<file path="config.mk">
export PLATFORM = sky130hd
export DESIGN_NAME = dcbp_byte_fifo_flat
export DESIGN_NICKNAME = d
export VERILOG_FILES = /design/src/hw/rtl/dcbp_pkg.sv /design/src/hw/rtl/dcbp_stream_if.sv /design/src/hw/rtl/dcbp_byte_fifo.sv /design/src/flat_wrapper.sv
export SDC_FILE = /design/constraint.sdc
export NUM_CORES = 1
export LEC_CHECK = 0
export CORE_AREA = 2 2 122 124
export CTS_BUF_LIST = sky130_fd_sc_hd__clkbuf_8
export CTS_CLUSTER_SIZE = 24
export DETAILED_ROUTE_END_ITERATION = 8
export DIE_AREA = 0 0 124 126
export DONT_BUFFER_PORTS = 1
export HOLD_SLACK_MARGIN = 0.05
export PLACE_DENSITY = 0.52
export SLEW_MARGIN = 20
export SYNTH_ARGS = -nofsm -noshare
export SYNTH_HDL_FRONTEND = slang
export SYNTH_SLANG_ARGS = --single-unit
</file>
<file path="constraint.sdc">
create_clock -name clk -period 4.2 [get_ports clk]
set_input_delay 0.42 -clock clk [delete_from_list [all_inputs] [get_ports clk]]
set_output_delay 0.42 -clock clk [all_outputs]
set_load 0.005 [all_outputs]
</file>
<file path="src/hw/rtl/dcbp_pkg.sv">
// Shared types and constants of the delta channel bit packer.
// No dependencies; every other file of the block except dcbp_stream_if refers to this package.

package dcbp_pkg;

  // Configuration register indexes.
  typedef enum logic [1:0] {
    REG_SCALE       = 2'd0,
    REG_KEY_MASK    = 2'd1,
    REG_FRAME_COUNT = 2'd2
  } cfg_reg_t;

  localparam int unsigned SCALE_W     = 25;
  localparam int unsigned SAMPLE_W    = 32;
  localparam int unsigned PRODUCT_W   = SAMPLE_W + SCALE_W;
  localparam int unsigned ROUNDED_W   = 33;
  localparam int unsigned FRAC_W      = 24;
  localparam int unsigned KEY_W       = 16;
  localparam int unsigned FRAMES_W    = 13;
  localparam int unsigned WORD_W      = 15;
  localparam int unsigned MAX_FRAMES  = 4096;
  localparam int unsigned MIN_FRAMES  = 2;

  localparam logic signed [SCALE_W-1:0] SCALE_RESET      = 25'sd65536;
  localparam logic [KEY_W-1:0]          KEY_MASK_RESET   = 16'hFFFF;
  localparam logic [FRAMES_W-1:0]       FRAMES_RESET     = 13'd2;
  localparam logic [WORD_W-1:0]         HEADER_TAG       = 15'h0020;

  // Byte queue between the packer and the output channel.
  localparam int unsigned BURST_MAX   = 8;
  localparam int unsigned BURST_CNT_W = $clog2(BURST_MAX + 1);
  localparam int unsigned FIFO_DEPTH  = 16;
  localparam int unsigned FIFO_PTR_W  = $clog2(FIFO_DEPTH);
  localparam int unsigned FIFO_LVL_W  = $clog2(FIFO_DEPTH + 1);

  typedef logic signed [ROUNDED_W-1:0] rounded_t;

  typedef struct packed {
    logic signed [SAMPLE_W-1:0] sample;
  } sample_item_t;

  typedef struct packed {
    logic [7:0]          out_byte;
    logic                channel_end;
    logic [KEY_W-1:0]    key;
    logic [FRAMES_W-1:0] value_count;
  } byte_item_t;

  // All bytes produced by one sample, written to the queue in the same cycle.
  typedef struct packed {
    logic                   write;
    logic [BURST_CNT_W-1:0] count;
    byte_item_t [BURST_MAX-1:0] items;
  } byte_burst_t;

endpackage

</file>
<file path="src/hw/rtl/dcbp_stream_if.sv">
// Valid/ready stream channel used on the sample, rounded and byte paths of the packer.
// Depends on nothing; the payload type is given per instance.

interface dcbp_stream_if #(
  parameter type payload_t = logic
);
  logic     valid;
  logic     ready;
  payload_t payload;

  modport source (output valid, output payload, input ready);
  modport sink   (input valid, input payload, output ready);
endinterface

</file>
<file path="src/hw/rtl/dcbp_byte_fifo.sv">
// Byte queue: takes a burst of up to eight bytes a cycle, gives one a cycle while ready.
// Depends on dcbp_pkg and dcbp_stream_if.

module dcbp_byte_fifo (
  input  logic                             clk,
  input  logic                             rst,
  input  dcbp_pkg::byte_burst_t            burst,
  output logic [dcbp_pkg::FIFO_LVL_W-1:0]  level,
  dcbp_stream_if.source                    packed_bytes
);

  localparam int unsigned PTRW = dcbp_pkg::FIFO_PTR_W;
  localparam int unsigned LW   = dcbp_pkg::FIFO_LVL_W;

  dcbp_pkg::byte_item_t mem [dcbp_pkg::FIFO_DEPTH];
  logic [PTRW-1:0]      head;
  logic [PTRW-1:0]      tail;
  logic                 pop;
  logic [LW-1:0]        pushed;

  assign tail                 = head + level[PTRW-1:0];
  assign pop                  = packed_bytes.valid && packed_bytes.ready;
  assign pushed               = burst.write ? LW'(burst.count) : '0;
  assign packed_bytes.valid   = level != '0;
  assign packed_bytes.payload = mem[head];

  always_ff @(posedge clk) begin
    if (rst) begin
      head  <= '0;
      level <= '0;
    end else begin
      if (pop) begin
        head <= head + PTRW'(1);
      end
      level <= level + pushed - LW'(pop);
    end
  end

  always_ff @(posedge clk) begin
    for (int k = 0; k < dcbp_pkg::BURST_MAX; k++) begin
      if (burst.write && (dcbp_pkg::BURST_CNT_W'(k) < burst.count)) begin
        mem[tail + PTRW'(k)] <= burst.items[k];
      end
    end
  end

endmodule

</file>
<file path="src/flat_wrapper.sv">
// flat-port wrapper written by rule: the top's interface ports become plain ports
module dcbp_byte_fifo_flat 
  (clk, rst, burst, level, packed_bytes_valid, packed_bytes_payload, packed_bytes_ready);
  dcbp_stream_if packed_bytes_i ();
  input  logic clk;
  input  logic rst;
  input  dcbp_pkg::byte_burst_t burst;
  output logic [dcbp_pkg::FIFO_LVL_W-1:0] level;
  output wire logic [$bits(packed_bytes_i.valid)-1:0] packed_bytes_valid;
  output wire logic [$bits(packed_bytes_i.payload)-1:0] packed_bytes_payload;
  input wire logic [$bits(packed_bytes_i.ready)-1:0] packed_bytes_ready;
  assign packed_bytes_valid = packed_bytes_i.valid;
  assign packed_bytes_payload = packed_bytes_i.payload;
  assign packed_bytes_i.ready = packed_bytes_ready;
  dcbp_byte_fifo u_core (.clk(clk), .rst(rst), .burst(burst), .level(level), .packed_bytes(packed_bytes_i));
endmodule
</file>
======== Yosys cells after proc, flatten, opt, wreduce, memory -nomap -nowiden ========
Memories as Yosys holds them, arrays and structs flattened. A register that Yosys moved wholly into a read port is not among the register bits.
Cells that the tools add are included.
storage, ports and cells
  memories ................................ 1
  logic and storage cells ................. 51
  bits in writable memories ............... 608
  output and inout port bits .............. 7
  register bits ........................... 9
  bits of input ports ..................... 312
operators by class
  reductions and logical operators ........ 10
  $add $sub $neg .......................... 11
  muxes and demuxes ....................... 19
  $lt $le $gt $ge ......................... 8
memories
  memory      words  bits a word  rd ports  clocked after memory_dff  wr ports  line                  RTL
  u_core.mem  16     38           1         1                         8         dcbp_byte_fifo.sv:15  dcbp_pkg::byte_item_t mem [dcbp_pkg::FIFO_DEPTH];
operators by type and width
  kind                 number
  $add 4x3->4 const B  4
  $lt 3x4->1 const A   4
  $mux 1               16
  $mux 4               3
  $logic_and 1x1->1    9
  $add 4x1->4 const B  2
  $add 4x2->4 const B  2
  $lt 1x4->1 const A   2
  $lt 2x4->1 const A   2
  $add 5x5->5          1
  $reduce_bool 5->1    1
  $sub 5x1->5          1
  $add 4x4->4          1

======== Depth between registers and ports, before layout ========
  word-level depth ........................ 4
  gate-level depth with buffers ........... 15
  mapped depth without buffers ............ 13

======== Worst setup path after synthesis ========
Ideal clock, no wire load.
  kind .................................... reg-to-reg
  from .................................... register u_core.head[0]
  to ...................................... memory u_core.mem[14][0] (netlist name), data pin
  data arrival time ....................... 3.586 ns
  clock period less this slack ............ 3.839 ns
  stages on the path, launching flop included .. 14
  buffers on the path ..................... 1
  slack ................................... 0.361 ns
  cell sequence ........................... dfxtp_1 > ha_1 > inv_1 > fa_1 > xnor2_2 > clkbuf_1 > ha_1 > xor3_1 > a21o_1 > a21oi_1 > nand2_1 > or2_2 > a31o_2 > a21o_1
RTL lines
  item                    line                  RTL
  from (decl)             dcbp_byte_fifo.sv:16  logic [PTRW-1:0] head;
  from (signal assigned)  dcbp_byte_fifo.sv:33  head <= head + PTRW'(1);
  to (decl)               dcbp_byte_fifo.sv:15

==> flow_metrics.py <==
metrics = {
    "critical_path": {
        "cp_slowest_cell": "xnor2_2",
        "path_cells": "ha_1 -> inv_1 -> fa_1 -> xnor2_2 -> ha_1 -> nand2_1 -> xor2_2 -> xnor2_2 -> nand3_1 -> a21o_1 -> a21oi_1 -> o21ai_1",
        "cp_slowest_stage_delay_ns": 0.69,
        "critPathLaunchType": "flip-flop",
        "worst_path_dominant_cell_family": "XOR/XNOR gates",
        "worst_ep_required_time_ns": 4.26,
        "worstSetupEndpointType": "flip-flop",
        "crit_type": "flip-flop to flip-flop",
        "critPathBufInv": 1,
        "cp_max_fo": 14,
        "cp.arrival_ns": 4.00,
    },
    "route": {
        "drtAntennaViolNets": 0,
        "dr.pass1.iters": 8,
        "routed_via_density": 6.94,
        "vias": 5457,
        "drc": 0,
        "first_iter_violations": 959,
        "wl_per_cell_um": 30.4,
        "drt_wl_total_um": 23900,
    },
    "clock_tree": {
        "cts_tree": "built",
        "cts_made_buffers": 5,
        "cts_buffer_depth": 2,
        "path_clk_slew_ns": 0.08,
        "cts_max_level": 2,
        "hold_buffers": 0,
        "post_cts_buffers": 0,
        "cts-root-buf": "clkbuf_8",
        "cts_resized": 0,
        "cts_sinks": 29,
        "clock_latency_ns": 0.32,
    },
    "synth": {
        "syn_nets": 940,
        "yosysTopAreaCellShare_pct": 11.0,
        "synth_most_common_cell": "nand2_1",
        "syn_area_um2": 4370,
        "ys.flop_type": "edfxtp_1",
        "synth_commonest_cells": "76 x nand2_1, 71 x nor2_1, 38 x nand3_1, 33 x clkbuf_1, 29 x a21oi_1",
        "yosysTopAreaCell": "edfxtp_1",
        "synthDistinctLibCells": 71,
        "synthesis.area_per_instance_um2": 7.17,
        "ys_seq_area_share_pct": 17.0,
        "synth_seq_cells": 29,
        "synthCells": 609,
        "synthTopCellsByArea": "edfxtp_1 11%, nand2_1 6.5%, nor2_1 6.1%",
        "synth_warnings": 0,
        "synth_edf_count": 16,
        "async_flop_share_pct": 0,
    },
    "pwr": {
        "power_frac_comb_pct": 82.4,
        "p_seq_share_pct": 11.4,
        "power_density_nw_per_um2": 1100,
        "power.switching_uw": 3230,
        "p_sw_share_pct": 62.0,
        "leakagePower_uw": 0.00176,
        "clockPowerShare_pct": 6.2,
        "internal_power_uw": 1980,
        "ir_worst_vdd_uv": 650,
    },
    "placement": {
        "placedCellCount": 778,
        "place.gp.congestion": 0.985,
        "pre_cts_slack_ns": 0.407,
        "post-dp-hpwl_um": 18000,
        "io_buffers": 0,
    },
    "final_layout": {
        "n_fill_cell": 1571,
        "final_cell_count_no_fill": 786,
        "antenna_cells": 0,
        "drive_gt1_share_pct": 10.3,
        "area_delta_synth_final_pct": 8.62,
        "multiInputGateArea_um2": 3360,
        "fin_nets": 932,
        "regArea_um2": 741,
    },
    "sta": {
        "slew_violations": 0,
        "hold_viol": 0,
        "period_share_pct": 93.9,
        "tns_ns": 0,
        "relSlewSlack_pct": 38.9,
        "setup_viol": 0,
        "timing.final.ws_setup_ns": 0.257,
        "tightest_slew_ns": 0.917,
        "period_needed_ns": 3.94,
        "grt_setup_unrepaired": "no",
        "fmax_mhz": 254,
        "final.setup_skew_ns": 0.0144,
    },
    "floorplanning": {
        "die_w_um": 124,
        "core.rowCount": 44,
        "coreArea_um2": 14300,
        "dieArea_um2": 15600,
        "io_pins": 319,
        "start_util_pct": 30.5,
        "die_h_um": 126,
    },
    "status": {
        "status": "finished, final reports clean",
    },
    "grt": {
        "grt_util_all_layers_pct": 30.6,
        "grt_pass1_wl_um": 34400,
        "antenna_found_initial": 1,
        "grt_use_met3_pct": 8.11,
        "grt-busiest-layer": "met2",
        "grt-ovfl-total": 0,
        "grt_pass1_vias": 5202,
        "grt_max_degree": 38,
        "use_met1_pct": 41.6,
        "use_met2_pct": 43.4,
    },
    "worst_hold_path": {
        "hold_path_class": "primary input to flip-flop",
    },
    "run": {
        "drv_cap": 0,
    },
}
==> metal layers <==
layer | vias to the layer above | part of all wire [%]
met5 | - | 0.046
met4 | 2 | 6.1
met3 | 115 | 13
met2 | 482 | 42
met1 | 2572 | 39
li1 | 2286 | -
==> area by class of cell <==
cell class / count / share of cell area (%)
clock buffers: 5 / 1.45
clock inverters: 3 / 0.870
inverters: 20 / 1.58
multi-input cells: 515 / 70.9
flip-flops and latches: 29 / 15.6
well taps: 184 / 4.85
repair buffers: 30 / 4.75
==> power groups by stage <==
stage	logic, uW	registers [uW]	clock network, uW
after global routing	4430	608	333
final	4290	595	323
after floorplan	2570	548	0
after detailed placement	4050	602	0
after global placement	4160	598	0
after CTS	4070	596	325
==> cells by family after synthesis <==
| group | synth area share [%] |
|---|---|
| simple gates | 29.5 |
| compound gates | 29.8 |
| buf+inv | 6.04 |
| flops | 17.0 |
| xor+xnor | 8.36 |
| fa+ha+maj | 5.79 |
| mux | 3.55 |
==> worst reg2reg max path, cell delays in order, from the launching register on <==
cell     delay (ns)
dfxtp_1        0.42
ha_1           0.19
inv_1          0.05
fa_1           0.41
xnor2_2        0.29
ha_1           0.31
nand2_1        0.11
xor2_2         0.20
xnor2_2        0.69
nand3_1        0.38
a21o_1         0.28
a21oi_1        0.26
o21ai_1        0.10
==> worst paths after layout <==
kind	start	end	slack (ns)	depth (start not counted)
max	u_core.head[0]	u_core.mem[11][0]	0.26	12
min	rst	u_core.level[1]	0.16	1
max reg2reg	u_core.head[0]	u_core.mem[11][0]	0.26	12
min reg2reg	u_core.head[2]	u_core.head[2]	0.63	2
==> per-stage QoR <==
step / area (um^2) / util, % / hold WS [ns] / total power (uW)
after global routing: 4740 / 33.1 / 0.157 / 5370
after floorplan: 4370 / - / 0.532 / 3120
final: 4740 / 33.1 / 0.159 / 5200
after detailed placement: 4630 / 32.4 / 0.490 / 4660
after global placement: 4630 / 32.4 / 0.489 / 4750
after CTS: 4740 / 33.1 / 0.147 / 4990
==> cell usage in the layout (no fill, tap or decap), types with 4 or more instances in the layout <==
cell type / instances
o22ai_1: 21
nor3_1: 24
edfxtp_1: 16
ha_1: 17
mux4_2: 5
a21o_1: 8
a211oi_1: 7
o31ai_1: 5
a221oi_1: 9
o21ai_0: 21
o211ai_1: 13
nand2_1: 76
clkbuf_8: 5
nor2_1: 71
or2_2: 6
and2_1: 8
or3_1: 7
buf_4: 30
nor4_1: 4
xor2_1: 4
a32oi_1: 5
o32ai_1: 8
xnor3_1: 6
inv_1: 19
nand4_1: 7
and3_1: 18
nand2b_1: 6
nand3_1: 38
o21ai_1: 6
xnor2_1: 9
o32a_1: 8
a22oi_1: 8
a21oi_1: 29
a31oi_1: 12
dfxtp_1: 13
Power figures use the tool's default switching activity.
